**config.mk**
```make
export PLATFORM = sky130hd
export DESIGN_NAME = ctrc_front
export DESIGN_NICKNAME = d
export VERILOG_FILES = /design/src/rtl/complex_to_real_convert_unit_assert.svh /design/src/rtl/ctrc_pkg.sv /design/src/rtl/ctrc_front.sv
export SDC_FILE = /design/constraint.sdc
export NUM_CORES = 1
export LEC_CHECK = 0
export BUFFER_PORTS_ARGS = -buffer_cell sky130_fd_sc_hd__buf_2
export CAP_MARGIN = 30
export CORE_MARGIN = 8
export CORE_UTILIZATION = 58
export CTS_BUF_LIST = sky130_fd_sc_hd__clkbuf_8
export CTS_CLUSTER_SIZE = 30
export DETAILED_ROUTE_END_ITERATION = 7
export PLACE_DENSITY_LB_ADDON = 0.3
export SYNTH_ARGS = -nofsm -noshare
export SYNTH_HDL_FRONTEND = slang
export SYNTH_SLANG_ARGS = --single-unit
```
**constraint.sdc**
```tcl
create_clock -name clk -period 7.95 [get_ports clk]
set_input_delay 0.795 -clock clk [delete_from_list [all_inputs] [get_ports clk]]
set_output_delay 0.795 -clock clk [all_outputs]
set_load 0.1 [all_outputs]
```
**src/rtl/complex_to_real_convert_unit_assert.svh**
```systemverilog
// Assertion helpers for the converter; clk and rst_n must be in scope.
`ifndef COMPLEX_TO_REAL_CONVERT_UNIT_ASSERT_SVH
`define COMPLEX_TO_REAL_CONVERT_UNIT_ASSERT_SVH

// Same-cycle implication, disabled while in reset.
`define CTRC_ASSERT_IMP(name, ante, cons, msg) \
  name: assert property (@(posedge clk) disable iff (!rst_n) (ante) |-> (cons)) \
    else $error(msg);

// Next-cycle implication, disabled while in reset.
`define CTRC_ASSERT_NEXT(name, ante, cons, msg) \
  name: assert property (@(posedge clk) disable iff (!rst_n) (ante) |=> (cons)) \
    else $error(msg);

`endif

```
**src/rtl/ctrc_pkg.sv**
```systemverilog
`timescale 1ns / 1ps
package ctrc_pkg;

  localparam int SAMPLE_WIDTH_DEF = 16;
  localparam int CORDIC_STEPS_DEF = 16;
  localparam int GUARD_BITS       = 16;
  localparam int ANGLE_FRAC       = 24;
  localparam int ATAN_DEPTH       = 32;
  localparam int ZW               = ANGLE_FRAC + 3;

  typedef enum logic [1:0] {
    MODE_REAL     = 2'd0,
    MODE_IMAG     = 2'd1,
    MODE_MODULUS  = 2'd2,
    MODE_ARGUMENT = 2'd3
  } ctrc_mode_t;

  typedef struct packed {
    logic       valid;
    logic       frame_end;
    ctrc_mode_t mode;
    logic       zero;
  } ctrc_ctl_t;

  // atan(2^-i) in units of pi / 2^ANGLE_FRAC
  function automatic logic [ANGLE_FRAC-1:0] atan_at(input logic [4:0] idx);
    logic [ANGLE_FRAC-1:0] v;
    case (idx)
      5'd0:  v = 24'd4194304;
      5'd1:  v = 24'd2476042;
      5'd2:  v = 24'd1308273;
      5'd3:  v = 24'd664100;
      5'd4:  v = 24'd333339;
      5'd5:  v = 24'd166832;
      5'd6:  v = 24'd83436;
      5'd7:  v = 24'd41721;
      5'd8:  v = 24'd20861;
      5'd9:  v = 24'd10430;
      5'd10: v = 24'd5215;
      5'd11: v = 24'd2608;
      5'd12: v = 24'd1304;
      5'd13: v = 24'd652;
      5'd14: v = 24'd326;
      5'd15: v = 24'd163;
      5'd16: v = 24'd81;
      5'd17: v = 24'd41;
      5'd18: v = 24'd20;
      5'd19: v = 24'd10;
      5'd20: v = 24'd5;
      5'd21: v = 24'd3;
      5'd22: v = 24'd1;
      5'd23: v = 24'd1;
      default: v = '0;
    endcase
    return v;
  endfunction

endpackage

```
**src/rtl/ctrc_front.sv**
```systemverilog
`timescale 1ns / 1ps
module ctrc_front import ctrc_pkg::*; #(
  parameter int SAMPLE_WIDTH = SAMPLE_WIDTH_DEF
) (
  input  logic                           clk,
  input  logic                           rst_n,
  input  logic                           in_valid,
  input  logic signed [SAMPLE_WIDTH-1:0] in_real,
  input  logic signed [SAMPLE_WIDTH-1:0] in_imag,
  input  logic                           in_frame_end,
  input  ctrc_mode_t                     mode,
  output ctrc_ctl_t                      ctl_o,
  output logic signed [SAMPLE_WIDTH-1:0] re_o,
  output logic signed [SAMPLE_WIDTH-1:0] im_o,
  output logic signed [SAMPLE_WIDTH+GUARD_BITS+2:0] x_o,
  output logic signed [SAMPLE_WIDTH+GUARD_BITS+2:0] y_o,
  output logic signed [ZW-1:0]           z_o,
  output logic [2*SAMPLE_WIDTH:0]        n_o
);

  localparam int W   = SAMPLE_WIDTH;
  localparam int XW  = W + GUARD_BITS + 3;
  localparam int SQW = 2 * W + 1;

  ctrc_ctl_t               ctl_r, ctl_nxt;
  logic signed [W-1:0]     re_r, im_r;
  logic signed [XW-1:0]    x_r, x_nxt, y_r, y_nxt, re_x, im_x;
  logic signed [ZW-1:0]    z_r, z_nxt;
  logic [SQW-1:0]          n_r, n_nxt;
  logic signed [2*W-1:0]   sq_re, sq_im;

  always_comb begin
    ctl_nxt.valid     = in_valid;
    ctl_nxt.frame_end = in_frame_end;
    ctl_nxt.mode      = mode;
    ctl_nxt.zero      = (in_real == '0) && (in_imag == '0);

    sq_re = (2*W)'(in_real) * (2*W)'(in_real);
    sq_im = (2*W)'(in_imag) * (2*W)'(in_imag);
    n_nxt = SQW'($unsigned(sq_re)) + SQW'($unsigned(sq_im));

    re_x  = XW'(in_real) <<< GUARD_BITS;
    im_x  = XW'(in_imag) <<< GUARD_BITS;
    x_nxt = re_x;
    y_nxt = im_x;
    z_nxt = '0;
    // fold a left-half-plane vector into the right half by a quarter turn
    if (in_real[W-1]) begin
      if (!in_imag[W-1]) begin
        x_nxt = im_x;
        y_nxt = -re_x;
        z_nxt = ZW'(1) <<< (ANGLE_FRAC - 1);
      end else begin
        x_nxt = -im_x;
        y_nxt = re_x;
        z_nxt = -(ZW'(1) <<< (ANGLE_FRAC - 1));
      end
    end
  end

  always_ff @(posedge clk) begin
    if (!rst_n) begin
      ctl_r <= '0;
    end else begin
      ctl_r <= ctl_nxt;
    end
  end

  always_ff @(posedge clk) begin
    re_r <= in_real;
    im_r <= in_imag;
    x_r  <= x_nxt;
    y_r  <= y_nxt;
    z_r  <= z_nxt;
    n_r  <= n_nxt;
  end

  assign ctl_o = ctl_r;
  assign re_o  = re_r;
  assign im_o  = im_r;
  assign x_o   = x_r;
  assign y_o   = y_r;
  assign z_o   = z_r;
  assign n_o   = n_r;

endmodule

```
==> tab_implementation.tex <==
\begin{tabular}{lr}
\hline
Metric & Value \\
\hline
\multicolumn{2}{l}{\textbf{Setup path}} \\
\quad Crit path top cell by count & sky130\_fd\_sc\_hd\_\_fa\_1 \\
\quad Start-to-end type of the worst setup path & in -> reg \\
\quad CP endpoint kind & flop \\
\quad Crit path required time & 8.29 ns \\
\quad Worst EP arrival & 7.95 ns \\
\quad Cell at the slowest stage of the critical path & sky130\_fd\_sc\_hd\_\_fa\_1 \\
\quad CP max stage delay & 0.53 ns \\
\quad Worst Setup Start Kind & primary input \\
\quad Largest fanout on the critical path & 5 \\
\quad Worst setup startpoint & in\_imag[2] \\
\multicolumn{2}{l}{\textbf{Synthesis}} \\
\quad Area share of the largest cell type after synthesis & 41.1\% \\
\quad Dominant combinational cell family by area after synthesis & adder cells \\
\quad Sequential element share of the synthesized area & 9.48\% \\
\quad Ys flop type & sky130\_fd\_sc\_hd\_\_dfxtp\_1 \\
\quad Post-synthesis adder-cell area fraction & 52.5\% \\
\quad Multiplexer share of the synthesized area & 0.361\% \\
\quad Xor and xnor area share after synthesis & 4.75\% \\
\quad Average instance area after synthesis & 9.03 um\^{}2 \\
\quad Number of instances in the synthesized netlist & 2572 \\
\quad Synth Warn \# & 0 \\
\quad Post-Synth Simple-Gate Area & 10.4\% \\
\quad Fraction of registers with async set/reset & 0\% \\
\quad Synth area leaders & sky130\_fd\_sc\_hd\_\_fa\_1 (41\%), sky130\_fd\_sc\_hd\_\_ha\_1 (11\%), sky130\_fd\_sc\_hd\_\_inv\_1 (11\%), sky130\_fd\_sc\_hd\_\_dfxtp\_1 (9.5\%), sky130\_fd\_sc\_hd\_\_xnor2\_1 (3.9\%) \\
\quad Total standard cell area after synthesis & 23200 um\^{}2 \\
\quad Number of flip-flops and latches in the synthesized netlist & 110 \\
\quad Post-synth EDFFs & 0 \\
\quad Netlist cell types & 78 \\
\quad Complex-gate fraction of the synthesized area & 8.32\% \\
\quad Synth area leader & sky130\_fd\_sc\_hd\_\_fa\_1 \\
\multicolumn{2}{l}{\textbf{Routing}} \\
\quad First-pass detailed-route iteration total & 6 \\
\quad Residual DRC & 0 \\
\quad Average wire length per cell after detail routing & 17.5 um \\
\quad Ratio of routed vias to standard cells & 5.34 \\
\quad Final Routed Wirelength & 57.5 mm \\
\quad Count of antenna-violating nets left after detailed routing & 0 \\
\quad DR vias & 17580 \\
\quad Number of DRC markers in iteration 0 & 1240 \\
\multicolumn{2}{l}{\textbf{Run}} \\
\quad Total of max-cap violations & 0 \\
\multicolumn{2}{l}{\textbf{Die}} \\
\quad Floorplan die area & 46700 um\^{}2 \\
\quad Die outline width & 216 um \\
\quad Floorplan core area & 39600 um\^{}2 \\
\quad Die Y & 216 um \\
\quad Starting Density & 58.6\% \\
\quad Number of ports placed on the die boundary & 205 \\
\quad Cell Rows & 73 \\
\multicolumn{2}{l}{\textbf{Global route}} \\
\quad Global-route wire length before repair & 95.7 mm \\
\quad Via count of the first global-routing pass & 19264 \\
\quad Pin count of the biggest net entering global routing & 54 \\
\quad Antenna violations before repair & 2 \\
\quad Total routing usage reported by global routing & 25.6\% \\
\quad Global-route congestion overflow total & 0 \\
\multicolumn{2}{l}{\textbf{Finish}} \\
\quad Layout overhead on the synthesized area & 8.60\% \\
\quad Utilization after layout & 63.6\% \\
\quad Inserted Diodes & 0 \\
\quad Post-route cell area & 25200 um\^{}2 \\
\quad Post-layout net count & 3489 \\
\quad Fraction of layout instances using a drive strength above 1 & 11.5\% \\
\multicolumn{2}{l}{\textbf{Placed design}} \\
\quad Count of input and output buffers & 149 \\
\quad Placed cell areas & 25000 um\^{}2 \\
\quad Dpl hpwl & 49.8 mm \\
\quad GP Congestion & 0.961 \\
\multicolumn{2}{l}{\textbf{Clock tree}} \\
\quad Clock tree from TritonCTS & built \\
\quad Cts hold-fix bufs & 0 \\
\quad TritonCTS Sinks & 110 \\
\quad Worst-path clk slew & 0.14 ns \\
\quad Largest buffer count on any clock path & 2 \\
\quad Number of CTS-inserted buffers & 9 \\
\quad Level count of the clock H-tree & 3 \\
\quad Root Buffer & sky130\_fd\_sc\_hd\_\_clkbuf\_8 \\
\multicolumn{2}{l}{\textbf{Timing}} \\
\quad Part of the cycle the worst path needs & 95.7\% \\
\quad Total setup violations reported at the end of the flow & 0 \\
\quad Unrepaired setup endpoints after global routing & no \\
\quad Max-Slew Margin vs Limit & 49.4\% \\
\quad Slew at the pin closest to its max-slew limit & 0.753 ns \\
\quad Max Clk Rate & 131 MHz \\
\quad Final slew viol count & 0 \\
\quad Final critical-path required period & 7.61 ns \\
\quad Count of final hold-check violations & 0 \\
\quad Setup\_tns & 0 ns \\
\multicolumn{2}{l}{\textbf{Min path}} \\
\quad Worst hold start & in\_real[12] \\
\quad Class of the worst hold path & in -> reg \\
\quad Worst hold stages & 1 \\
\multicolumn{2}{l}{\textbf{Outcome}} \\
\quad Outcome & complete, no violations \\
\hline
\end{tabular}
## path summary, 6_finish.rpt
kind / endpoint / slack (ns)
hold / removal: re_o[12]$_DFF_P_ / 0.53
setup / recovery: n_o[31]$_DFF_P_ / 0.34
## layout make-up
type	instances	area (um^2)
clock inverters	7	104
well taps	525	657
flip-flops and latches	110	2200
clock buffers	9	124
fillers	3323	14400
multi-input cells	1697	18000
repair buffers	260	1590
inverters	684	2570
## synthesized netlist by cell type, types with 12 or more instances
| master | instances |
|---|---|
| sky130_fd_sc_hd__fa_1 | 477 |
| sky130_fd_sc_hd__xor2_1 | 23 |
| sky130_fd_sc_hd__xnor2_1 | 103 |
| sky130_fd_sc_hd__nor3_1 | 26 |
| sky130_fd_sc_hd__inv_1 | 680 |
| sky130_fd_sc_hd__o21ai_0 | 41 |
| sky130_fd_sc_hd__dfxtp_1 | 110 |
| sky130_fd_sc_hd__o21a_1 | 12 |
| sky130_fd_sc_hd__clkbuf_1 | 73 |
| sky130_fd_sc_hd__a21oi_1 | 107 |
| sky130_fd_sc_hd__o21bai_1 | 12 |
| sky130_fd_sc_hd__nor2b_1 | 13 |
| sky130_fd_sc_hd__nand3_1 | 21 |
| sky130_fd_sc_hd__buf_4 | 57 |
| sky130_fd_sc_hd__ha_1 | 212 |
| sky130_fd_sc_hd__a21o_1 | 33 |
| sky130_fd_sc_hd__and3_1 | 12 |
| sky130_fd_sc_hd__nand2b_1 | 17 |
| sky130_fd_sc_hd__and2_1 | 64 |
| sky130_fd_sc_hd__nand2_1 | 196 |
| sky130_fd_sc_hd__a31oi_1 | 12 |
| sky130_fd_sc_hd__nor2_1 | 146 |
## per-layer routing
metal	track usage, %	part of all wire, %
met5	0	0
met4	9.96	3.8
met3	4.82	7.5
met2	44.7	50
met1	30.9	39
## state kept, by name (all words and copies together) (netlist names)
signal	cells
n_o	33
y_o	19
ctl_o	5
im_o	16
z_o	2
re_o	16
x_o	19
## placed cells by master (no fill, tap or decap), types with 4 or more instances in the layout
cell                       synthesis  final
sky130_fd_sc_hd__a211oi_1          5      4
sky130_fd_sc_hd__a21o_1           33     33
sky130_fd_sc_hd__a21oi_1         107    105
sky130_fd_sc_hd__a21oi_2           3      5
sky130_fd_sc_hd__a31o_2            6      6
sky130_fd_sc_hd__a31oi_1          12     11
sky130_fd_sc_hd__and2_1           64     64
sky130_fd_sc_hd__and3_1           12     12
sky130_fd_sc_hd__and4_1            4      4
sky130_fd_sc_hd__buf_2             0    148
sky130_fd_sc_hd__buf_4            57    110
sky130_fd_sc_hd__clkbuf_8          0      9
sky130_fd_sc_hd__clkinv_8          0      4
sky130_fd_sc_hd__conb_1            1     58
sky130_fd_sc_hd__dfxtp_1         110    110
sky130_fd_sc_hd__fa_1            477    477
sky130_fd_sc_hd__ha_1            212    212
sky130_fd_sc_hd__inv_1           680    680
sky130_fd_sc_hd__mux2i_1           5      5
sky130_fd_sc_hd__nand2_1         196    196
sky130_fd_sc_hd__nand2b_1         17     17
sky130_fd_sc_hd__nand3_1          21     21
sky130_fd_sc_hd__nand4_1           5      5
sky130_fd_sc_hd__nor2_1          146    144
sky130_fd_sc_hd__nor2b_1          13     13
sky130_fd_sc_hd__nor3_1           26     25
sky130_fd_sc_hd__o211ai_1          7      7
sky130_fd_sc_hd__o21a_1           12     12
sky130_fd_sc_hd__o21ai_0          41     40
sky130_fd_sc_hd__o21ai_1           7      8
sky130_fd_sc_hd__o21bai_1         12     12
sky130_fd_sc_hd__o31ai_1           7      7
sky130_fd_sc_hd__or3_1             4      4
sky130_fd_sc_hd__xnor2_1         103    103
sky130_fd_sc_hd__xor2_1           23     23
## what timing repair did
| item | 4_1_cts | 5_1_grt |
|---|---|---|
| buffers inserted | 0 | 1 |
| gates resized for setup | 0 | 12 |
| endpoints found under the setup margin | 0 | 3 |
## worst max-delay path: cells and delay by family
family          cells  cell delay [ns]
buf+inv             5             0.36
xor+xnor            1             0.15
simple gates        7             1.49
compound gates      9             1.45
fa+ha+maj           8             3.66
## kinds of logic (layout without fill, tap and decap cells)
group                    after synthesis  count (layout)
adder cells (fa/ha/maj)              689             689
other                                  1              58
buffers and inverters                822             960
AND/OR/NAND/NOR                      524             524
flip-flops                           110             110
AO/OA/AOI/OAI                        292             292
XOR/XNOR                             126             126
multiplexers                           8               8
## metrics by stage
stage	instances	hold WS [ns]	setup slack (ns)
2_1_floorplan	2629	0.823	0.00677
3_3_place_gp	3275	0.999	-0.0186
3_5_place_dp	3275	1.01	-0.185
4_1_cts	3291	0.493	0.292
5_1_grt	3292	0.513	0.00964
6_report	3292	0.527	0.342
Power is left out: the tool's default activity adds up to more than one toggle a clock period on the data nets, which glitch-free logic cannot reach.
