$ cat src/rtl/complex_to_real_convert_unit_assert.svh
// Assertion helpers for the converter; clk and rst_n must be in scope.
`ifndef COMPLEX_TO_REAL_CONVERT_UNIT_ASSERT_SVH
`define COMPLEX_TO_REAL_CONVERT_UNIT_ASSERT_SVH

// Same-cycle implication, disabled while in reset.
`define CTRC_ASSERT_IMP(name, ante, cons, msg) \
  name: assert property (@(posedge clk) disable iff (!rst_n) (ante) |-> (cons)) \
    else $error(msg);

// Next-cycle implication, disabled while in reset.
`define CTRC_ASSERT_NEXT(name, ante, cons, msg) \
  name: assert property (@(posedge clk) disable iff (!rst_n) (ante) |=> (cons)) \
    else $error(msg);

`endif

$ cat src/rtl/ctrc_pkg.sv
`timescale 1ns / 1ps
package ctrc_pkg;

  localparam int SAMPLE_WIDTH_DEF = 16;
  localparam int CORDIC_STEPS_DEF = 16;
  localparam int GUARD_BITS       = 16;
  localparam int ANGLE_FRAC       = 24;
  localparam int ATAN_DEPTH       = 32;
  localparam int ZW               = ANGLE_FRAC + 3;

  typedef enum logic [1:0] {
    MODE_REAL     = 2'd0,
    MODE_IMAG     = 2'd1,
    MODE_MODULUS  = 2'd2,
    MODE_ARGUMENT = 2'd3
  } ctrc_mode_t;

  typedef struct packed {
    logic       valid;
    logic       frame_end;
    ctrc_mode_t mode;
    logic       zero;
  } ctrc_ctl_t;

  // atan(2^-i) in units of pi / 2^ANGLE_FRAC
  function automatic logic [ANGLE_FRAC-1:0] atan_at(input logic [4:0] idx);
    logic [ANGLE_FRAC-1:0] v;
    case (idx)
      5'd0:  v = 24'd4194304;
      5'd1:  v = 24'd2476042;
      5'd2:  v = 24'd1308273;
      5'd3:  v = 24'd664100;
      5'd4:  v = 24'd333339;
      5'd5:  v = 24'd166832;
      5'd6:  v = 24'd83436;
      5'd7:  v = 24'd41721;
      5'd8:  v = 24'd20861;
      5'd9:  v = 24'd10430;
      5'd10: v = 24'd5215;
      5'd11: v = 24'd2608;
      5'd12: v = 24'd1304;
      5'd13: v = 24'd652;
      5'd14: v = 24'd326;
      5'd15: v = 24'd163;
      5'd16: v = 24'd81;
      5'd17: v = 24'd41;
      5'd18: v = 24'd20;
      5'd19: v = 24'd10;
      5'd20: v = 24'd5;
      5'd21: v = 24'd3;
      5'd22: v = 24'd1;
      5'd23: v = 24'd1;
      default: v = '0;
    endcase
    return v;
  endfunction

endpackage

$ cat src/rtl/ctrc_back.sv
`timescale 1ns / 1ps
module ctrc_back import ctrc_pkg::*; #(
  parameter int SAMPLE_WIDTH = SAMPLE_WIDTH_DEF
) (
  input  logic                           clk,
  input  logic                           rst_n,
  input  ctrc_ctl_t                      ctl_i,
  input  logic signed [SAMPLE_WIDTH-1:0] re_i,
  input  logic signed [SAMPLE_WIDTH-1:0] im_i,
  input  logic signed [ZW-1:0]           z_i,
  input  logic [2*SAMPLE_WIDTH:0]        n_i,
  input  logic [2*SAMPLE_WIDTH:0]        r_i,
  output ctrc_ctl_t                      ctl_o,
  output logic signed [SAMPLE_WIDTH:0]   value_o
);

  localparam int W   = SAMPLE_WIDTH;
  localparam int AW  = ZW + W + 1;
  localparam int RSH = ANGLE_FRAC - (W - 1);
  localparam logic signed [AW-1:0] LIM = AW'(1) <<< (W - 1);

  ctrc_ctl_t            ctl_r;
  logic signed [W:0]    value_r, value_nxt;
  logic signed [AW-1:0] z_ext, ang_scaled, ang;
  logic [W:0]           root;

  assign z_ext = AW'(z_i);

  // round half up to output angle units
  if (RSH > 0) begin : g_shr
    assign ang_scaled = (z_ext + (AW'(1) <<< (RSH - 1))) >>> RSH;
  end else if (RSH == 0) begin : g_same
    assign ang_scaled = z_ext;
  end else begin : g_shl
    assign ang_scaled = z_ext <<< (-RSH);
  end

  always_comb begin
    ang = ang_scaled;
    if (ang > LIM) begin
      ang = LIM;
    end
    if (ang < -LIM) begin
      ang = -LIM;
    end
    if (ctl_i.zero) begin
      ang = '0;
    end

    // round the root up when the remainder exceeds it
    root = r_i[W:0];
    if (n_i > r_i) begin
      root = root + 1'b1;
    end

    case (ctl_i.mode)
      MODE_REAL:    value_nxt = (W+1)'(re_i);
      MODE_IMAG:    value_nxt = (W+1)'(im_i);
      MODE_MODULUS: value_nxt = $signed(root);
      default:      value_nxt = ang[W:0];
    endcase
  end

  always_ff @(posedge clk) begin
    if (!rst_n) begin
      ctl_r <= '0;
    end else begin
      ctl_r <= ctl_i;
    end
  end

  always_ff @(posedge clk) begin
    value_r <= value_nxt;
  end

  assign ctl_o   = ctl_r;
  assign value_o = value_r;

endmodule

$ cat config.mk
export PLATFORM = sky130hd
export DESIGN_NAME = ctrc_back
export DESIGN_NICKNAME = d
export VERILOG_FILES = /design/src/rtl/complex_to_real_convert_unit_assert.svh /design/src/rtl/ctrc_pkg.sv /design/src/rtl/ctrc_back.sv
export SDC_FILE = /design/constraint.sdc
export NUM_CORES = 1
export LEC_CHECK = 0
export BUFFER_PORTS_ARGS = -buffer_cell sky130_fd_sc_hd__buf_2
export CORE_MARGIN = 8
export CORE_UTILIZATION = 45
export CTS_BUF_LIST = sky130_fd_sc_hd__clkbuf_16
export CTS_CLUSTER_DIAMETER = 120
export DETAILED_ROUTE_END_ITERATION = 12
export PLACE_DENSITY = 0.93
export SLEW_MARGIN = 5
export SYNTH_ARGS = -nofsm -noshare
export SYNTH_HDL_FRONTEND = slang
export SYNTH_SLANG_ARGS = --single-unit
$ cat constraint.sdc
create_clock -name clk -period 8.9 [get_ports clk]
set_input_delay 1.78 -clock clk [delete_from_list [all_inputs] [get_ports clk]]
set_output_delay 1.78 -clock clk [all_outputs]
set_load 0.05 [all_outputs]
==> results of run 1 <==
-- cells in the mapped netlist, types with 2 or more instances --
library cell,count
o21ai_0,16
and4_1,2
a21oi_1,21
nor2_1,25
clkbuf_1,8
buf_4,2
o221ai_1,2
a211oi_1,2
a211o_1,2
dfxtp_1,22
a311oi_1,2
a21o_1,4
or3_2,2
or4_1,2
xor2_1,6
or2_2,2
buf_2,3
nor3_1,11
and2_1,7
o21ai_1,7
or4_4,2
nor4_1,7
and3_1,2
a31oi_1,3
xnor2_1,23
nand3_1,14
nand3_4,2
o21bai_1,2
ha_1,35
mux2i_1,19
nand2_1,23
o22a_1,10
inv_1,41
nand4_1,14
nand2_2,2
-- sequential cells by signal (all words and copies together) (netlist names) --
signal	flops
value_o	17
ctl_o	5
-- stage by stage --
step	util, %	setup slack, ps	total power, W	std cells
detailed placement	59.4	4200	0.000272	571
global route	61.2	4210	0.000421	575
CTS	61.2	4460	0.000400	575
global placement	59.4	4340	0.000266	571
floorplan	-	4800	0.000214	364
finish	61.2	4290	0.000398	575
-- path summary, 6_finish.rpt --
kind,slack (ps),endpoint,from,cells past startpoint
min,1730,ctl_o[4],ctl_i[4],2
max,4290,value_o[5],z_i[9],10
-- critical path, cell delays in order --
cell and delay, ps:
buf_2 110, ha_1 240, nand4_1 270, nor3_1 720
a21o_1 220, a31oi_1 90, a211oi_1 630, nand2_2 320
o22a_1 280, o21ai_0 100
-- routing by layer --
layer  track usage (%)  vias to the layer above  wire length [um]
li1                  -                     1586                 -
met5                 0                        -                 0
met3              4.76                       20               814
met4              6.21                        0               232
met2              36.9                      125              4700
met1              23.0                     1484              3550
-- cells in the final DEF (no fill, tap or decap), drive strengths merged, types with 4 or more instances in the layout --
master	netlist	routed
a21o	4	4
a21oi	21	21
and2	7	7
buf	6	146
dfxtp	22	22
ha	35	35
inv	41	41
mux2i	19	19
nand2	25	25
nand3	16	16
nand4	14	14
nor2	25	25
nor3	11	11
nor4	8	8
o21ai	23	23
o22a	11	11
or4	4	4
xnor2	23	23
xor2	6	6
-- area by class of cell --
| type | instances | share of cell area [%] |
|---|---|---|
| inverters | 41 | 4.25 |
| multi-input cells | 287 | 57.9 |
| repair buffers | 146 | 20.2 |
| clock inverters | 1 | 0.828 |
| flip-flops and latches | 22 | 12.2 |
| clock buffers | 3 | 2.07 |
| well taps | 75 | 2.59 |
-- logic make-up (layout without fill, tap and decap cells) --
group	Yosys count	in the layout
multiplexers	19	19
AO/OA/AOI/OAI	82	82
buffers and inverters	55	191
XOR/XNOR	29	29
flip-flops	22	22
AND/OR/NAND/NOR	122	122
adder cells (fa/ha/maj)	35	35
-- power groups by stage --
stage	sequential [W]	combinational (W)	clock [W]
6_report	0.000110	0.000161	0.000127
5_1_grt	0.000110	0.000177	0.000133
4_1_cts	0.000110	0.000161	0.000129
3_5_place_dp	0.000112	0.000161	0
3_3_place_gp	0.000112	0.000155	0
2_1_floorplan	0.000144	0.0000701	0
==> results by group, run 1 <==
Final layout
  • Layout net count: approximately 670
  • # fillers: about 560
  • Sequential cell area: around 440 sq um
  • Multi-input logic area: 2100 sq um
  • Area grow syn2layout: 31.1%
  • Final instance area: ~3600 sq um
  • ANT cells: 0
  • Layout cells sized above 1: between 30% and 40%

Run
  • Max Cap Viol: 0

Power and ir drop
  • Leak pwr: approximately 1.8 nW
  • Peak supply drop: about 85 uV
  • Sw Pwr: 0.000139 W
  • PD cells: around 110 nW/um^2
  • Switching portion of total power: 34.9%
  • Seq pwr share: 27.5%
  • Clock network power share: between 30% and 40%
  • Internal power: between 0.0002 and 0.0003 W
  • Comb pwr share: between 40% and 50%

Floorplanning
  • Die ar.: slightly below 9000 sq um
  • I/O pin total: roughly 150
  • Core region area: about 5900 sq um
  • Die height: between 90 and 100 um
  • Std-Cell Rows: 28
  • Initial core utilization: a little under half
  • Die X: 94.4 um

Synthesis
  • EDFF count, synth: 0
  • Synth Net Count: around 530
  • Sequential area share after synthesis: between 10% and 20%
  • Top cells by area, synth: dfxtp_1 (16%), ha_1 (16%), xnor2_1 (7.3%)
  • Simple-Gate Fraction of Synth Area: 24.0%
  • Post-synthesis compound-gate area fraction: between 20% and 30%
  • Post-synth top area share: 15.9%
  • Largest area contributor in the netlist: dfxtp_1
  • Syn_area_per_cell: 7.59 sq um
  • Distinct cells, synth: 52
  • Gate Count Post-Synth: between 300 and 400
  • Largest family of logic cells by synthesized area: simple AND/OR/NAND/NOR gates
  • Adder-cell share of the synthesized area: 15.8%
  • Synthesized flop and latch total: 22
  • Synthesized area: ~2800 sq um
  • Share of flip-flops with an asynchronous set or reset: 0%
  • Most used DFF post-synth: dfxtp_1
  • YS warnings: 0
  • Multiplexer share of the synthesized area: 6.88%
  • Post-synthesis xor/xnor area fraction: 9.19%

STA
  • Final Max Tran Viols: 0
  • Final Critical Period: about 4600 ps
  • Worst-Margin Slew: approximately 830 ps
  • Final setup violating endpoints: 0
  • Worst slew margin: between 40% and 50%
  • Final Cycle Share: 51.8%
  • RSZ-0062 raised after global routing: false
  • Setup TNS: 0 ps
  • Final Hold Fails: 0
  • Final Hold Slack: 1730 ps
  • Fmax: ~220 MHz

Clock tree
  • Post_cts resized: 0
  • Cts hold-fix bufs: 0
  • CTS Buf Count: 3
  • Maximum clock path buffer count: 2
  • Number of H-tree levels: 1
  • CTS tree: yes
  • Setup Fix Bufs, Post-CTS: 0
  • Register clock-pin slew on the reported worst setup and hold paths: roughly 60 ps
  • Clk sink count: 22
  • CTS Root Cell: clkbuf_16

Detailed routing
  • Routed WL per cell: around 16 um
  • Drt first pass iters: 4
  • Final ANT Viol Nets: 0
  • Vias: about 3.2k
  • Post-Route WL: ~9.3 mm
  • DR DRC count: 0
  • Vias per cell: around 5.6
  • Drt initial violations: roughly 120

Critical path
  • Crit Path Class: in -> reg
  • Startpoint types: input port
  • Req. time, crit path: 9060 ps
  • Max FO, Critical Path: 12
  • CP endpoint kind: register
  • Arrival time at the worst endpoint: 4770 ps

Global route
  • Vias in the first global route: about 3.3k
  • Initial antenna violation count: 0
  • Largest net degree at the start of global routing: 21
  • Total track usage: 20.4%
  • First-pass GRT wire length: 14.9 mm
  • Grt total ovfl: 0

Status
  • Outcome: finished clean

Placement
  • Gp weighted congestion: roughly 0.9
  • Instance area at placement: about 3500 sq um
  • Buffers added on ports: about 150
  • Final HPWL DP: around 8.1 mm

Worst hold path
  • Min-Delay Path Class: in -> reg
Note: power is estimated with default switching activity, not from simulation.
==> inputs of run 2 (changes only) <==
--- a/config.mk
+++ b/config.mk
@@ -7,11 +7,11 @@
 export LEC_CHECK = 0
 export BUFFER_PORTS_ARGS = -buffer_cell sky130_fd_sc_hd__buf_2
 export CORE_MARGIN = 8
-export CORE_UTILIZATION = 45
+export CORE_UTILIZATION = 41
 export CTS_BUF_LIST = sky130_fd_sc_hd__clkbuf_16
 export CTS_CLUSTER_DIAMETER = 120
 export DETAILED_ROUTE_END_ITERATION = 12
-export PLACE_DENSITY = 0.93
+export PLACE_DENSITY = 0.9
 export SLEW_MARGIN = 5
 export SYNTH_ARGS = -nofsm -noshare
 export SYNTH_HDL_FRONTEND = slang
==> constraint.sdc (replaced) <==
create_clock -name clk -period 4.1 [get_ports clk]
set_input_delay 0.82 -clock clk [delete_from_list [all_inputs] [get_ports clk]]
set_output_delay 0.82 -clock clk [all_outputs]
set_load 0.05 [all_outputs]
==> run 2 against run 1 <==
  * Total power up 120%
  * Die area is 8.1% higher
  * Clock-buffer cell count unchanged
  * First-iteration DRC count grew 18%
  * Critical path type unchanged
  * Critical endpoint is now value_o[2]
  * Highest routed layer unchanged
==> results by group, run 2 (synthesis results as in run 1) <==
Clock tree
  • Post_cts resized: 0 (unchanged)
  • Maximum clock path buffer count: 2 (unchanged)
  • Clk sink count: 22 (unchanged)
  • Number of H-tree levels: 1 (unchanged)
  • Setup Fix Bufs, Post-CTS: 0 (unchanged)
  • Register clock-pin slew on the reported worst setup and hold paths: 60 ps (about the same)
  • CTS tree: yes (unchanged)
  • CTS Buf Count: 3 (unchanged)
  • Cts hold-fix bufs: 0 (unchanged)
  • CTS Root Cell: clkbuf_16 (unchanged)

Final layout
  • Non-filler cells, final: 582 (was 575)
  • Final cell utilization of the core: 54.9% (was 61.2%)
  • Layout cells sized above 1: 33.1% (was 32.8%)
  • Sequential cell area: 440 sq um (unchanged)
  • Final instance area: 3650 sq um (was 3620 sq um)
  • ANT cells: 0 (unchanged)
  • Layout net count: 670 (was 668)
  • Multi-input logic area: 2100 sq um (unchanged)
  • Largest register FFs: 17 (unchanged)
  • # fillers: 654 (was 561)
  • Most frequent cells in the layout: buf_2 (145), inv_1 (41), ha_1 (35) (unchanged)
  • Area grow syn2layout: 31.9% (was 31.1%)
  • Commonest non-fill, non-tap cell in the layout: buf_2 (unchanged)

STA
  • Final setup violating endpoints: 0 (unchanged)
  • Worst-Margin Slew: 707 ps (was 828 ps)
  • Worst slew margin: 52.6% (was 44.4%)
  • Fmax: between 300 and 400 MHz
  • Final Hold Fails: 0 (unchanged)
  • RSZ-0062 raised after global routing: false (unchanged)
  • Final Cycle Share: between 80 and 90%
  • Final Max Tran Viols: 0 (unchanged)
  • Final Critical Period: between 3000 and 4000 ps
  • Setup TNS: 0 ps (unchanged)

Detailed routing
  • Drt first pass iters: 5 (was 4)
  • Vias per cell: 5.30 (was 5.59)
  • Post-Route WL: 9.14 mm (was 9.30 mm)
  • Routed WL per cell: 15.7 um (was 16.2 um)
  • Drt initial violations: 143 (was 121)
  • Final ANT Viol Nets: 0 (unchanged)
  • Vias: 3,085 (was 3,215)
  • DR DRC count: 0 (unchanged)

Global route
  • First-pass GRT wire length: 14.7 mm (was 14.9 mm)
  • Total track usage: 18.2% (was 20.4%)
  • Largest net degree at the start of global routing: 21 (unchanged)
  • Initial antenna violation count: 0 (unchanged)
  • Grt total ovfl: 0 (unchanged)
  • Vias in the first global route: 3,271 (was 3,324)

Power and ir drop
  • PD cells: 237 nW/um^2 (was 110 nW/um^2)
  • Seq pwr share: 27.6% (was 27.5%)
  • Comb pwr share: 40.6% (was 40.4%)
  • Switching portion of total power: 34.8% (was 34.9%)
  • Sw Pwr: 0.000300 W (was 0.000139 W)
  • Total Power: 0.000863 W (was 0.000398 W)
  • Internal power: 0.000563 W (was 0.000259 W)
  • Leak pwr: 1.82 nW (was 1.81 nW)
  • Clock network power share: 31.8% (was 32.0%)
  • Peak supply drop: 149 uV (was 84.9 uV)

Placement
  • Placed Instances: 578 (was 571)
  • Buffers added on ports: 145 (unchanged)
  • Instance area at placement: 3540 sq um (was 3520 sq um)
  • Gp weighted congestion: 0.850 (was 0.893)
  • Final HPWL DP: 8.06 mm (was 8.10 mm)

Floorplanning
  • Std-Cell Rows: 30 (was 28)
  • Die height: 98.1 um (was 94.4 um)
  • Die X: 98.1 um (was 94.4 um)
  • Core region area: 6640 sq um (was 5920 sq um)
  • Initial core utilization: 41.6% (was 46.7%)
  • Die ar.: 9620 sq um (was 8910 sq um)
  • I/O pin total: 154 (unchanged)

Critical path
  • CP endpoint kind: register (unchanged)
  • Crit Path Class: in -> reg (unchanged)
  • Crit path max-delay family: compound AO/OA/AOI/OAI gates (unchanged)
  • Stages on the worst setup path: 10 (unchanged)
  • Startpoint types: input port (unchanged)
  • Arrival time at the worst endpoint: 3490 ps (was 4770 ps)
  • Crit-path cells: buf_2 -> ha_1 -> nand4_1 -> or3_2 -> o21ai_0 -> a21oi_1 -> a211oi_1 -> nand2_2 -> o22a_1 -> o21ai_1 (was buf_2 -> ha_1 -> nand4_1 -> nor3_1 -> a21o_1 -> a31oi_1 -> a211oi_1 -> nand2_2 -> o22a_1 -> o21ai_0)
  • Largest stage delay, worst path: 570 ps (was 720 ps)
  • Req. time, crit path: 4280 ps (was 9060 ps)
  • Worst Path Buf+Inv: 1 (unchanged)
  • Slowest stage cell, crit path: a211oi_1 (was nor3_1)
  • Max FO, Critical Path: 12 (unchanged)

Worst hold path
  • WHS Path Cells: 2 (unchanged)
  • Min-Delay Path Class: in -> reg (unchanged)

Status
  • Outcome: finished clean (unchanged)

Run
  • Max Cap Viol: 0 (unchanged)
run 2: cell types whose count changed in the layout (fill, tap and decap cells not counted), sizes merged:
cell,delta
buf,+2
run 2: power by group through the flow:
stage                     clock [W]  sequential, W  combinational [W]
after floorplan                   0       0.000312           0.000152
after global placement            0       0.000243           0.000338
after detailed placement          0       0.000243           0.000351
after CTS                  0.000278       0.000239           0.000352
after global routing       0.000287       0.000240           0.000383
final                      0.000274       0.000239           0.000351
run 2: layout make-up:
| type | instances | area share [%] |
|---|---|---|
| timing repair buffer | 148 | 20.5 |
| clock buffer | 3 | 2.06 |
| inverter | 41 | 4.22 |
| tap | 80 | 2.75 |
| multi-input combinational | 287 | 57.5 |
| clock inverter | 1 | 0.824 |
| sequential | 22 | 12.1 |
run 2: worst paths after layout:
| path | startpoint | end | slack, ps |
|---|---|---|---|
| hold / removal | ctl_i[4] | ctl_o[4] | 780 |
| setup / recovery | z_i[8] | value_o[2] | 790 |
run 2: per-stage QoR:
step / hold slack [ps] / setup WS [ps]
after floorplan: 942 / 959
after global placement: 1030 / 642
after detailed placement: 1040 / 589
after CTS: 779 / 850
after global routing: 779 / 560
final: 777 / 790
run 2: layer usage:
metal / track usage, % / share of wire, % / wire length [um]
met5: 0 / 0 / 0
met4: 2.28 / 0.74 / 68
met2: 34.3 / 51 / 4640
met1: 19.8 / 41 / 3750
met3: 5.62 / 7.4 / 675
