### config.mk
export PLATFORM = sky130hd
export DESIGN_NAME = ctrc_stage
export DESIGN_NICKNAME = d
export VERILOG_FILES = /design/src/rtl/complex_to_real_convert_unit_assert.svh /design/src/rtl/ctrc_pkg.sv /design/src/rtl/ctrc_stage.sv
export SDC_FILE = /design/constraint.sdc
export NUM_CORES = 1
export LEC_CHECK = 0
export BUFFER_PORTS_ARGS = -buffer_cell sky130_fd_sc_hd__buf_2
export CELL_PAD_IN_SITES_DETAIL_PLACEMENT = 0
export CELL_PAD_IN_SITES_GLOBAL_PLACEMENT = 2
export CORE_MARGIN = 10
export CORE_UTILIZATION = 30
export CTS_CLUSTER_SIZE = 8
export DETAILED_ROUTE_END_ITERATION = 16
export GPL_TIMING_DRIVEN = 0
export PLACE_DENSITY_LB_ADDON = 0.25
export SLEW_MARGIN = 10
export SYNTH_ARGS = -nofsm -noshare
export SYNTH_HDL_FRONTEND = slang
export SYNTH_SLANG_ARGS = --single-unit
### constraint.sdc
create_clock -name clk -period 4.4 [get_ports clk]
set_input_delay 0.88 -clock clk [delete_from_list [all_inputs] [get_ports clk]]
set_output_delay 0.88 -clock clk [all_outputs]
set_load 0.01 [all_outputs]
### src/rtl/complex_to_real_convert_unit_assert.svh
// Assertion helpers for the converter; clk and rst_n must be in scope.
`ifndef COMPLEX_TO_REAL_CONVERT_UNIT_ASSERT_SVH
`define COMPLEX_TO_REAL_CONVERT_UNIT_ASSERT_SVH

// Same-cycle implication, disabled while in reset.
`define CTRC_ASSERT_IMP(name, ante, cons, msg) \
  name: assert property (@(posedge clk) disable iff (!rst_n) (ante) |-> (cons)) \
    else $error(msg);

// Next-cycle implication, disabled while in reset.
`define CTRC_ASSERT_NEXT(name, ante, cons, msg) \
  name: assert property (@(posedge clk) disable iff (!rst_n) (ante) |=> (cons)) \
    else $error(msg);

`endif

### src/rtl/ctrc_pkg.sv
`timescale 1ns / 1ps
package ctrc_pkg;

  localparam int SAMPLE_WIDTH_DEF = 16;
  localparam int CORDIC_STEPS_DEF = 16;
  localparam int GUARD_BITS       = 16;
  localparam int ANGLE_FRAC       = 24;
  localparam int ATAN_DEPTH       = 32;
  localparam int ZW               = ANGLE_FRAC + 3;

  typedef enum logic [1:0] {
    MODE_REAL     = 2'd0,
    MODE_IMAG     = 2'd1,
    MODE_MODULUS  = 2'd2,
    MODE_ARGUMENT = 2'd3
  } ctrc_mode_t;

  typedef struct packed {
    logic       valid;
    logic       frame_end;
    ctrc_mode_t mode;
    logic       zero;
  } ctrc_ctl_t;

  // atan(2^-i) in units of pi / 2^ANGLE_FRAC
  function automatic logic [ANGLE_FRAC-1:0] atan_at(input logic [4:0] idx);
    logic [ANGLE_FRAC-1:0] v;
    case (idx)
      5'd0:  v = 24'd4194304;
      5'd1:  v = 24'd2476042;
      5'd2:  v = 24'd1308273;
      5'd3:  v = 24'd664100;
      5'd4:  v = 24'd333339;
      5'd5:  v = 24'd166832;
      5'd6:  v = 24'd83436;
      5'd7:  v = 24'd41721;
      5'd8:  v = 24'd20861;
      5'd9:  v = 24'd10430;
      5'd10: v = 24'd5215;
      5'd11: v = 24'd2608;
      5'd12: v = 24'd1304;
      5'd13: v = 24'd652;
      5'd14: v = 24'd326;
      5'd15: v = 24'd163;
      5'd16: v = 24'd81;
      5'd17: v = 24'd41;
      5'd18: v = 24'd20;
      5'd19: v = 24'd10;
      5'd20: v = 24'd5;
      5'd21: v = 24'd3;
      5'd22: v = 24'd1;
      5'd23: v = 24'd1;
      default: v = '0;
    endcase
    return v;
  endfunction

endpackage

### src/rtl/ctrc_stage.sv
`timescale 1ns / 1ps
module ctrc_stage import ctrc_pkg::*; #(
  parameter int SAMPLE_WIDTH = SAMPLE_WIDTH_DEF,
  parameter int CORDIC_STEPS = CORDIC_STEPS_DEF,
  parameter int K            = 0
) (
  input  logic                           clk,
  input  logic                           rst_n,
  input  ctrc_ctl_t                      ctl_i,
  input  logic signed [SAMPLE_WIDTH-1:0] re_i,
  input  logic signed [SAMPLE_WIDTH-1:0] im_i,
  input  logic signed [SAMPLE_WIDTH+GUARD_BITS+2:0] x_i,
  input  logic signed [SAMPLE_WIDTH+GUARD_BITS+2:0] y_i,
  input  logic signed [ZW-1:0]           z_i,
  input  logic [2*SAMPLE_WIDTH:0]        n_i,
  input  logic [2*SAMPLE_WIDTH:0]        r_i,
  output ctrc_ctl_t                      ctl_o,
  output logic signed [SAMPLE_WIDTH-1:0] re_o,
  output logic signed [SAMPLE_WIDTH-1:0] im_o,
  output logic signed [SAMPLE_WIDTH+GUARD_BITS+2:0] x_o,
  output logic signed [SAMPLE_WIDTH+GUARD_BITS+2:0] y_o,
  output logic signed [ZW-1:0]           z_o,
  output logic [2*SAMPLE_WIDTH:0]        n_o,
  output logic [2*SAMPLE_WIDTH:0]        r_o
);

  localparam int W   = SAMPLE_WIDTH;
  localparam int XW  = W + GUARD_BITS + 3;
  localparam int SQW = 2 * W + 1;

  ctrc_ctl_t             ctl_r;
  logic signed [W-1:0]   re_r, im_r;
  logic signed [XW-1:0]  x_r, x_nxt, y_r, y_nxt;
  logic signed [ZW-1:0]  z_r, z_nxt;
  logic [SQW-1:0]        n_r, n_nxt, r_r, r_nxt;

  // one digit of the square root per stage
  if (K < W) begin : g_sqrt
    localparam logic [SQW-1:0] BIT = SQW'(1) << (2 * (W - 1 - K));
    logic [SQW-1:0] trial;
    always_comb begin
      trial = r_i + BIT;
      if (n_i >= trial) begin
        n_nxt = n_i - trial;
        r_nxt = (r_i >> 1) + BIT;
      end else begin
        n_nxt = n_i;
        r_nxt = r_i >> 1;
      end
    end
  end else begin : g_sqrt_hold
    assign n_nxt = n_i;
    assign r_nxt = r_i;
  end

  // one micro-rotation per stage, driving y toward zero
  if (K < CORDIC_STEPS && K < ATAN_DEPTH) begin : g_rot
    localparam logic signed [ZW-1:0] ANG = ZW'(atan_at(5'(K)));
    logic signed [XW-1:0] xs, ys;
    always_comb begin
      xs = x_i >>> K;
      ys = y_i >>> K;
      if (y_i > 0) begin
        x_nxt = x_i + ys;
        y_nxt = y_i - xs;
        z_nxt = z_i + ANG;
      end else begin
        x_nxt = x_i - ys;
        y_nxt = y_i + xs;
        z_nxt = z_i - ANG;
      end
    end
  end else begin : g_rot_hold
    assign x_nxt = x_i;
    assign y_nxt = y_i;
    assign z_nxt = z_i;
  end

  always_ff @(posedge clk) begin
    if (!rst_n) begin
      ctl_r <= '0;
    end else begin
      ctl_r <= ctl_i;
    end
  end

  always_ff @(posedge clk) begin
    re_r <= re_i;
    im_r <= im_i;
    x_r  <= x_nxt;
    y_r  <= y_nxt;
    z_r  <= z_nxt;
    n_r  <= n_nxt;
    r_r  <= r_nxt;
  end

  assign ctl_o = ctl_r;
  assign re_o  = re_r;
  assign im_o  = im_r;
  assign x_o   = x_r;
  assign y_o   = y_r;
  assign z_o   = z_r;
  assign n_o   = n_r;
  assign r_o   = r_r;

endmodule

==> flow_metrics.py, run 1 <==
metrics = {
    "detailed_routing": {
        "ant_nets": 0,
        "drt-total-wl_um": 56770,
        "first_pass_iters": 5,
        "drc_errors": 0,
        "vias": 12789,
        "first_iter_violations": 922,
        "vias_per_cell": 5.067,
        "wire_per_inst_um": 22.49,
    },
    "sta": {
        "period_minus_slack_ns": 4.012,
        "worst_pin_slew_ns": 1.106,
        "fmax_mhz": 249.3,
        "rsz0062_at_grt": "false",
        "maxSlewViolCount": 0,
        "relSlewSlack_pct": 25.32,
        "setup_viol": 0,
        "period_share_pct": 91.18,
        "hold_slack_ns": 0.4711,
        "finalHoldViolCount": 0,
        "setup_ws_ns": 0.3880,
    },
    "synth": {
        "ys_seq_elements": 199,
        "postSynthCellCount": 1552,
        "synth_fa_ha_area_share_pct": 14.42,
        "synth_top_family_by_area": "compound AO/OA/AOI/OAI gates",
        "synth_compound_area_share_pct": 25.49,
        "synthXorXnorAreaFrac_pct": 7.094,
        "synthArstFlopShare_pct": 0,
        "ys_seq_area_share_pct": 31.03,
        "synth_fp_nets": 1899,
        "synth_area_mm2": 0.01284,
        "synth.mux.area_fraction_pct": 1.774,
        "yosysWarnings": 0,
        "ys.flop_type": "dfxtp_1",
        "syn_avg_cell_area_um2": 8.273,
        "synth_edf_count": 0,
        "ys_types": 86,
        "synth-simple-area-share_pct": 13.52,
    },
    "setup_path": {
        "path_common_cell": "buf_2",
        "required_ns": 4.80,
        "cpPeakStageDelay_ns": 0.82,
        "path_cells": "buf_2 > nor4_1 > nand4_1 > nor3_1 > nor2_1 > inv_1 > buf_2 > buf_1 > a21oi_1 > xnor2_1",
        "worstSetupEndpointType": "flop",
        "critPathTopFamily": "buffers and inverters",
        "critical_path_class": "in2reg",
        "crit_fanout": 14,
        "worstSetupStartpointType": "primary input",
        "slowest_stage": "buf_1",
        "cp.arrival_ns": 4.41,
        "worstPathBufferInverterCount": 4,
    },
    "power": {
        "clkPwrFrac_pct": 29.5,
        "seq_power_share_pct": 36.0,
        "power.static_leakage_nw": 7.835,
        "vdd_drop_max_mv": 0.2303,
        "power_density_mw_per_mm2": 368.7,
        "switching_power_mw": 2.305,
        "switching_share_pct": 38.63,
        "p_comb_share_pct": 34.5,
        "intPower_mw": 3.662,
    },
    "min_path": {
        "min_path_type": "in2reg",
    },
    "floorplan": {
        "die_w_um": 226.9,
        "coreArea_mm2": 0.04213,
        "die_area_mm2": 0.05147,
        "row_count": 75,
        "pin_count": 402,
        "fp.dieH_um": 226.9,
        "start_util_pct": 30.47,
    },
    "placement": {
        "dpl_worst_slack_ns": -0.6151,
        "portBuffers": 401,
        "detailed_place_hpwl_um": 47640,
        "gp_congestion": 0.9182,
    },
    "global_routing": {
        "antenna_found_initial": 6,
        "overflow": 0,
        "grt_pass1_vias": 13057,
        "grt_usage_pct": 21.47,
        "grt_max_degree": 26,
        "grt_first_pass_wirelength_um": 82370,
    },
    "finish": {
        "fillers": 4507,
        "layout_common_cells": "buf_2 (422), dfxtp_1 (199), a21oi_1 (167)",
        "syn_to_final_growth_pct": 26.05,
        "drive_above_1_share_pct": 25.45,
        "final_common_cell": "buf_2",
        "nets": 2318,
    },
    "cts": {
        "cts_sinks": 199,
        "htreeDepth": 4,
        "clk_transition_reported_paths_ns": 0.10,
        "cts_tree": "yes",
        "clockRootBuffer": "clkbuf_16",
        "hold_buffers": 0,
        "cts_made_buffers": 17,
        "cts_setup_buffers": 0,
        "cts_buffer_depth": 2,
    },
    "flow_run": {
        "maxCapViolCount": 0,
    },
    "run_status": {
        "outcome": "completed",
    },
}
## metal layers
layer	up-vias	global-route usage, %	part of all wire (%)
met1	5998	25.33	42
li1	6256	-	-
met5	-	0	0.028
met3	70	4.974	6.9
met2	463	37.15	48
met4	2	7.964	2.6
## layout make-up
| cell class | instances | area [um^2] | area share (%) |
|---|---|---|---|
| clock buffer | 17 | 425.4 | 2.629 |
| sequential | 199 | 3984 | 24.62 |
| clock inverter | 15 | 232.7 | 1.438 |
| multi-input combinational | 1138 | 8005 | 49.46 |
| buffer | 62 | 281.5 | 1.739 |
| timing repair buffer | 401 | 2007 | 12.40 |
| inverter | 152 | 571.8 | 3.533 |
| tap | 539 | 674.4 | 4.167 |
| antenna | 1 | 2.502 | 0.01546 |
## stage by stage
stage / std cells / total power, mW / util [%] / setup TNS, ns / instance area (um^2)
2_1_floorplan: 1552 / 3.378 / - / 0 / 12840
3_3_place_gp: 2492 / 4.260 / 36.84 / -0.7537 / 15520
3_5_place_dp: 2492 / 4.256 / 36.84 / -1.168 / 15520
4_1_cts: 2524 / 6.049 / 38.41 / 0 / 16190
5_1_grt: 2524 / 6.306 / 38.41 / 0 / 16180
6_report: 2524 / 5.968 / 38.41 / 0 / 16180
## final timing paths
kind    start              end  slack (ns)  cells past startpoint
min    z_i[1]   z_o[1]$_DFF_P_        0.47                      1
max   y_i[22]  y_o[15]$_DFF_P_        0.39                     10
## Yosys cell counts (all sizes together), types with 10 or more instances
library cell | number | area share [%]
ha | 140 | 14
dfxtp | 199 | 31
clkbuf | 31 | 0.91
nor2b | 15 | 0.73
o21bai | 32 | 1.9
buf | 32 | 1.3
nand2b | 13 | 0.63
or3 | 10 | 0.49
a211oi | 12 | 0.78
nor2 | 99 | 3.0
inv | 151 | 4.4
o21ai | 134 | 5.3
a21o | 46 | 2.7
nand4 | 19 | 0.93
a31oi | 20 | 1.2
nand3 | 31 | 1.2
a21oi | 169 | 6.6
nor3 | 19 | 0.78
mux2i | 17 | 1.4
xor2 | 24 | 1.6
xnor2 | 80 | 5.5
nor4 | 15 | 0.73
nand2 | 104 | 3.0
o31ai | 19 | 1.3
o211ai | 13 | 0.80
## state kept, by name, summed over array words and instances (netlist names)
name,cells
im_o,16
r_o,33
x_o,35
y_o,34
re_o,16
z_o,27
ctl_o,5
n_o,33
## power by group through the flow
stage / registers, mW / logic (mW) / clock network (mW)
global route: 2.17 / 2.26 / 1.87
CTS: 2.15 / 2.07 / 1.82
floorplan: 2.33 / 1.04 / 0
global placement: 2.19 / 2.07 / 0
finish: 2.15 / 2.06 / 1.76
detailed placement: 2.19 / 2.06 / 0
## cell families (layout without fill, tap and decap cells)
family / count (synthesis) / count (layout)
fa+ha+maj: 145 / 145
xor+xnor: 104 / 104
simple gates: 360 / 360
other cells: 0 / 1
flops: 199 / 199
mux: 21 / 21
compound gates: 508 / 508
buf+inv: 215 / 647
## timing repair
item | CTS | global route
setup endpoints to repair | 1 | 1
pin swaps | 0 | 0
resized for setup | 1 | 0
Power figures use the tool's default switching activity.
==> run 2, diff against run 1 <==
Settings changed: ABC_AREA set to 1, BUFFER_PORTS_ARGS -buffer_cell sky130_fd_sc_hd__buf_2 to -buffer_cell sky130_fd_sc_hd__buf_4, CORE_UTILIZATION 30 to 28.
==> run 2 against run 1 <==
- combinational power rose by 18%
- clock power is essentially flat
- global-route usage increased by 0.084 points
- largest power group is now combinational cells
==> flow_metrics.py, run 2 <==
metrics = {
    "synth": {
        "ys_types": 40,
        "synth.most_common_cell": "nand2_1",
        "ys.flop_type": "dfxtp_1",
        "synth_compound_area_share_pct": 10.95,
        "synth_top_family_by_area": "simple AND/OR/NAND/NOR gates",
        "synth_area_mm2": 0.01484,
        "ys_seq_area_share_pct": 26.85,
        "yosysWarnings": 0,
        "synth_area_leader_cell": "dfxtp_1",
        "postSynthCellCount": 2342,
        "synth-simple-area-share_pct": 34.16,
        "synth.mux.area_fraction_pct": 0,
        "synth_fp_nets": 2689,
        "ys_seq_elements": 199,
        "syn_avg_cell_area_um2": 6.336,
        "synthArstFlopShare_pct": 0,
        "synthXorXnorAreaFrac_pct": 3.778,
        "synth_fa_ha_area_share_pct": 12.48,
        "synth_area_leaders": "dfxtp_1 (27%), nand2_1 (18%), ha_1 (12%)",
        "synth_edf_count": 0,
        "netlist_top_cells_count": "nand2_1 (701), inv_1 (375), nand3_1 (215), dfxtp_1 (199), nor2_1 (168)",
        "synth_top_area_share_pct": 26.85,
    },
    "detailed_routing": {
        "first_pass_iters": 5,
        "drt-total-wl_um": 69230,
        "first_iter_violations": 1026,
        "vias": 16085,
        "wire_per_inst_um": 19.99,
        "vias_per_cell": 4.645,
        "drc_errors": 0,
        "ant_nets": 0,
    },
    "placement": {
        "gp_congestion": 0.9094,
        "detailed_place_hpwl_um": 60070,
        "dpl.cell_count": 3431,
        "portBuffers": 401,
    },
    "setup_path": {
        "worstPathBufferInverterCount": 4,
        "path_cells": "buf_4 > inv_1 > nand4_1 > nor3_1 > nand4_1 > nand2_1 > buf_2 > buf_2 > ha_1 > a21oi_1 > nand2_1 > xnor2_1 > xnor2_1",
        "required_ns": 4.79,
        "worstSetupStartpointType": "primary input",
        "critical_path_class": "in2reg",
        "crit_fanout": 13,
        "critPathTopFamily": "buffers and inverters",
        "worstSetupEndpointType": "flop",
        "cpPeakStageDelay_ns": 0.54,
        "cp.arrival_ns": 4.01,
        "slowest_stage": "buf_2",
    },
    "power": {
        "clkPwrFrac_pct": 28.1,
        "switching_power_mw": 2.543,
        "intPower_mw": 3.790,
        "p_total_mw": 6.333,
        "power_density_mw_per_mm2": 326.8,
        "vdd_drop_max_mv": 0.3234,
        "switching_share_pct": 40.15,
        "p_comb_share_pct": 38.5,
        "power.static_leakage_nw": 10.56,
        "seq_power_share_pct": 33.3,
    },
    "floorplan": {
        "row_count": 84,
        "coreArea_mm2": 0.05255,
        "pin_count": 402,
        "die_w_um": 250.2,
        "fp.dieH_um": 250.2,
        "die_area_mm2": 0.06260,
        "start_util_pct": 28.24,
    },
    "min_path": {
        "min_path_type": "in2reg",
    },
    "global_routing": {
        "grt_first_pass_wirelength_um": 102400,
        "grt_usage_pct": 21.56,
        "grt_max_degree": 26,
        "grt_pass1_vias": 16676,
        "antenna_found_initial": 0,
        "overflow": 0,
    },
    "sta": {
        "relSlewSlack_pct": 25.25,
        "hold_slack_ns": 0.4582,
        "maxSlewViolCount": 0,
        "worst_pin_slew_ns": 1.121,
        "period_share_pct": 82.20,
        "tns_ns": 0,
        "fmax_mhz": 276.5,
        "rsz0062_at_grt": "false",
        "period_minus_slack_ns": 3.617,
        "setup_viol": 0,
        "finalHoldViolCount": 0,
    },
    "cts": {
        "hold_buffers": 0,
        "cts_tree": "yes",
        "clk_transition_reported_paths_ns": 0.10,
        "clockRootBuffer": "clkbuf_16",
        "htreeDepth": 4,
        "post_cts_resized": 0,
        "cts_sinks": 199,
        "cts_made_buffers": 17,
        "cts_setup_buffers": 0,
        "cts_buffer_depth": 2,
    },
    "finish": {
        "final_core_util_pct": 36.87,
        "syn_to_final_growth_pct": 30.59,
        "n_antenna_cell": 0,
        "layout_common_cells": "nand2_1 (701), buf_4 (413), inv_1 (375)",
        "finalNonFillerCells": 3463,
        "final_common_cell": "nand2_1",
        "drive_above_1_share_pct": 19.35,
        "nets": 3109,
        "largest_reg_flops": 35,
    },
    "flow_run": {
        "maxCapViolCount": 0,
    },
    "run_status": {
        "outcome": "completed",
    },
}
==> run 2: changes by cell type after synthesis, moves of 16 or more <==
cell      change
xor2_1       +36
inv_1       +228
mux2i_1      -16
nand3_1     +185
nand2_1     +597
nand2_2      +38
xnor2_1      -76
a21o_1       -44
clkbuf_1     -24
nor2_1       +70
==> run 2: layer usage <==
layer / track usage [%] / share of wire, % / vias to the layer above / wire length, um
met1: 26.22 / 44 / 7422 / 30550
met2: 38.27 / 50 / 425 / 34340
li1: - / - / 8186 / -
met5: 0 / 0 / - / 0
met4: 5.301 / 1.6 / 0 / 1128
met3: 4.037 / 4.6 / 52 / 3215
==> run 2: cell families (layout without fill, tap and decap cells) <==
kind of cell / after synthesis / after routing
AO/OA/AOI/OAI: 307 / 307
XOR/XNOR: 64 / 64
adder cells (fa/ha/maj): 145 / 145
buffers and inverters: 431 / 864
flip-flops: 199 / 199
AND/OR/NAND/NOR: 1196 / 1196
==> run 2: path summary, 6_finish.rpt <==
kind / startpoint / slack [ns] / end / cells past startpoint
worst min-delay path: im_i[6] / 0.46 / im_o[6]$_DFF_P_ / 1
worst max-delay path: y_i[2] / 0.78 / z_o[26]$_DFF_P_ / 13
==> run 2: power groups by stage <==
stage / clock network, mW / registers, mW / logic, mW
floorplan: 0 / 2.28 / 1.20
global placement: 0 / 2.15 / 2.46
detailed placement: 0 / 2.15 / 2.45
CTS: 1.85 / 2.11 / 2.46
global route: 1.91 / 2.13 / 2.70
finish: 1.78 / 2.11 / 2.44
==> run 2: area by class of cell <==
class	count	area, um^2
clock inverters	15	242.7
clock buffers	17	425.4
flip-flops and latches	199	3984
repair buffers	401	3010
well taps	688	860.8
multi-input cells	1712	9106
inverters	378	1419
plain buffers	53	329.1
fillers	5882	33170
==> run 2: metrics by stage <==
stage	setup slack, ns	area, um^2
after floorplan	1.743	14840
after global placement	0.1985	18710
after detailed placement	0.1978	18710
after CTS	0.7524	19380
after global routing	0.6677	19380
final	0.7831	19380
==> run 3, diff against run 2 <==
Clock period 4.4 ns to 3.5 ns, I/O delays scaled along.
==> run 3 against run 2 <==
- utilization is essentially flat
- largest power group unchanged
- non-clock buffer count is the same
- die area is the same
- setup slack lost 0.58 ns
==> flow_metrics.py, run 3 (synthesis results as in run 2) <==
metrics = {
    "flow_run": {
        "maxCapViolCount": 0,
    },
    "finish": {
        "n_antenna_cell": 0,
        "layout_common_cells": "nand2_1 (701), buf_4 (413), inv_1 (375)",
        "nets": 3109,
        "syn_to_final_growth_pct": 30.61,
        "final_common_cell": "nand2_1",
        "regArea_mm2": 0.003984,
        "drive_above_1_share_pct": 19.35,
        "finalNonFillerCells": 3463,
        "final_area_mm2": 0.01938,
        "largest_reg_flops": 35,
        "fillers": 5882,
        "multiInputGateArea_mm2": 0.009106,
    },
    "floorplan": {
        "coreArea_mm2": 0.05255,
        "start_util_pct": 28.24,
        "fp.dieH_um": 250.2,
        "pin_count": 402,
        "die_w_um": 250.2,
        "row_count": 84,
        "die_area_mm2": 0.06260,
    },
    "cts": {
        "cts_tree": "yes",
        "hold_buffers": 0,
        "clk_transition_reported_paths_ns": 0.10,
        "clockRootBuffer": "clkbuf_16",
        "cts_sinks": 199,
        "cts_setup_buffers": 0,
        "post_cts_resized": 0,
        "htreeDepth": 4,
        "cts_made_buffers": 17,
        "cts_buffer_depth": 2,
    },
    "run_status": {
        "outcome": "completed",
    },
    "setup_path": {
        "critical_path_class": "in2reg",
        "worstSetupEndpointType": "flop",
        "crit_fanout": 13,
        "cp.arrival_ns": 3.69,
        "worstSetupStartpointType": "primary input",
        "required_ns": 3.89,
    },
    "global_routing": {
        "overflow": 0,
        "grt_first_pass_wirelength_um": 102400,
        "grt_usage_pct": 21.56,
        "antenna_found_initial": 0,
        "grt_pass1_vias": 16676,
        "grt_max_degree": 26,
    },
    "sta": {
        "relSlewSlack_pct": 25.22,
        "finalHoldViolCount": 0,
        "rsz0062_at_grt": "false",
        "setup_viol": 0,
        "period_share_pct": 94.15,
        "period_minus_slack_ns": 3.295,
        "worst_pin_slew_ns": 1.122,
        "hold_slack_ns": 0.2783,
        "setup_ws_ns": 0.2046,
        "maxSlewViolCount": 0,
        "fmax_mhz": 303.5,
    },
    "power": {
        "power_density_mw_per_mm2": 410.8,
        "power.static_leakage_nw": 10.56,
        "vdd_drop_max_mv": 0.4065,
    },
    "placement": {
        "dpl.cell_count": 3431,
        "detailed_place_hpwl_um": 60070,
        "place_area_mm2": 0.01871,
        "dpl_worst_slack_ns": -0.5222,
        "portBuffers": 401,
        "gp_congestion": 0.9094,
    },
    "detailed_routing": {
        "first_iter_violations": 1021,
        "vias": 16078,
        "ant_nets": 0,
        "drt-total-wl_um": 69220,
        "vias_per_cell": 4.643,
        "drc_errors": 0,
        "wire_per_inst_um": 19.99,
        "first_pass_iters": 5,
    },
    "min_path": {
        "min_path_type": "in2reg",
        "hold_end": "im_o[6]$_DFF_P_",
        "hold_start": "im_i[6]",
        "hold-path-cell-count": 1,
    },
}
[run 3: worst max-delay path, stage by stage]
cell and delay [ns]:
buf_4 0.12, inv_1 0.22, nand4_1 0.15, nor3_1 0.47
nand4_1 0.18, nand2_1 0.21, buf_2 0.33, clkbuf_4 0.43
ha_1 0.34, a21oi_1 0.15, nand2_1 0.07, xnor2_1 0.20
xnor2_1 0.10
[run 3: power by group]
part | switching, mW | total (mW) | internal [mW]
clock network | 1.21 | 2.24 | 1.03
registers | 0.0845 | 2.65 | 2.57
logic | 1.90 | 3.07 | 1.17
total | 3.20 | 7.96 | 4.77
[run 3: cell type report]
type | count | area share (%)
Timing Repair Buffer | 401 | 15.53
Buffer | 53 | 1.711
Sequential cell | 199 | 20.56
Clock buffer | 17 | 2.195
Inverter | 378 | 7.321
Tap cell | 688 | 4.442
Multi-Input combinational cell | 1712 | 46.99
Clock inverter | 15 | 1.253
[run 3: how the worst max path moves through the flow]
| stage | start | end | cells past startpoint |
|---|---|---|---|
| after floorplan | y_i[32] | z_o[26]$_DFF_P_ | 12 |
| after global placement | y_i[2] | z_o[26]$_DFF_P_ | 13 |
| after detailed placement | y_i[2] | z_o[26]$_DFF_P_ | 13 |
| after CTS | y_i[2] | z_o[26]$_DFF_P_ | 13 |
| after global routing | y_i[2] | z_o[26]$_DFF_P_ | 13 |
| final | y_i[2] | z_o[26]$_DFF_P_ | 13 |
[run 3: stage by stage]
stage                     setup TNS (ns)  utilization [%]  total power [mW]
final                                  0            36.88             7.962
after global routing                   0            36.88             8.487
after CTS                              0            36.87             8.080
after detailed placement          -1.178            35.60             5.792
after global placement            -1.213            35.60             5.788
after floorplan                        0                -             4.367
[run 3: per-layer routing]
layer  part of all wire [%]  vias up  track usage (%)  routed length (um)
met1                     44     7415            26.22               30560
met4                    1.6        0            5.301                1129
met3                    4.6       54            4.037                3197
li1                       -     8186                -                   -
met5                      0        -                0                   0
met2                     50      423            38.27               34330
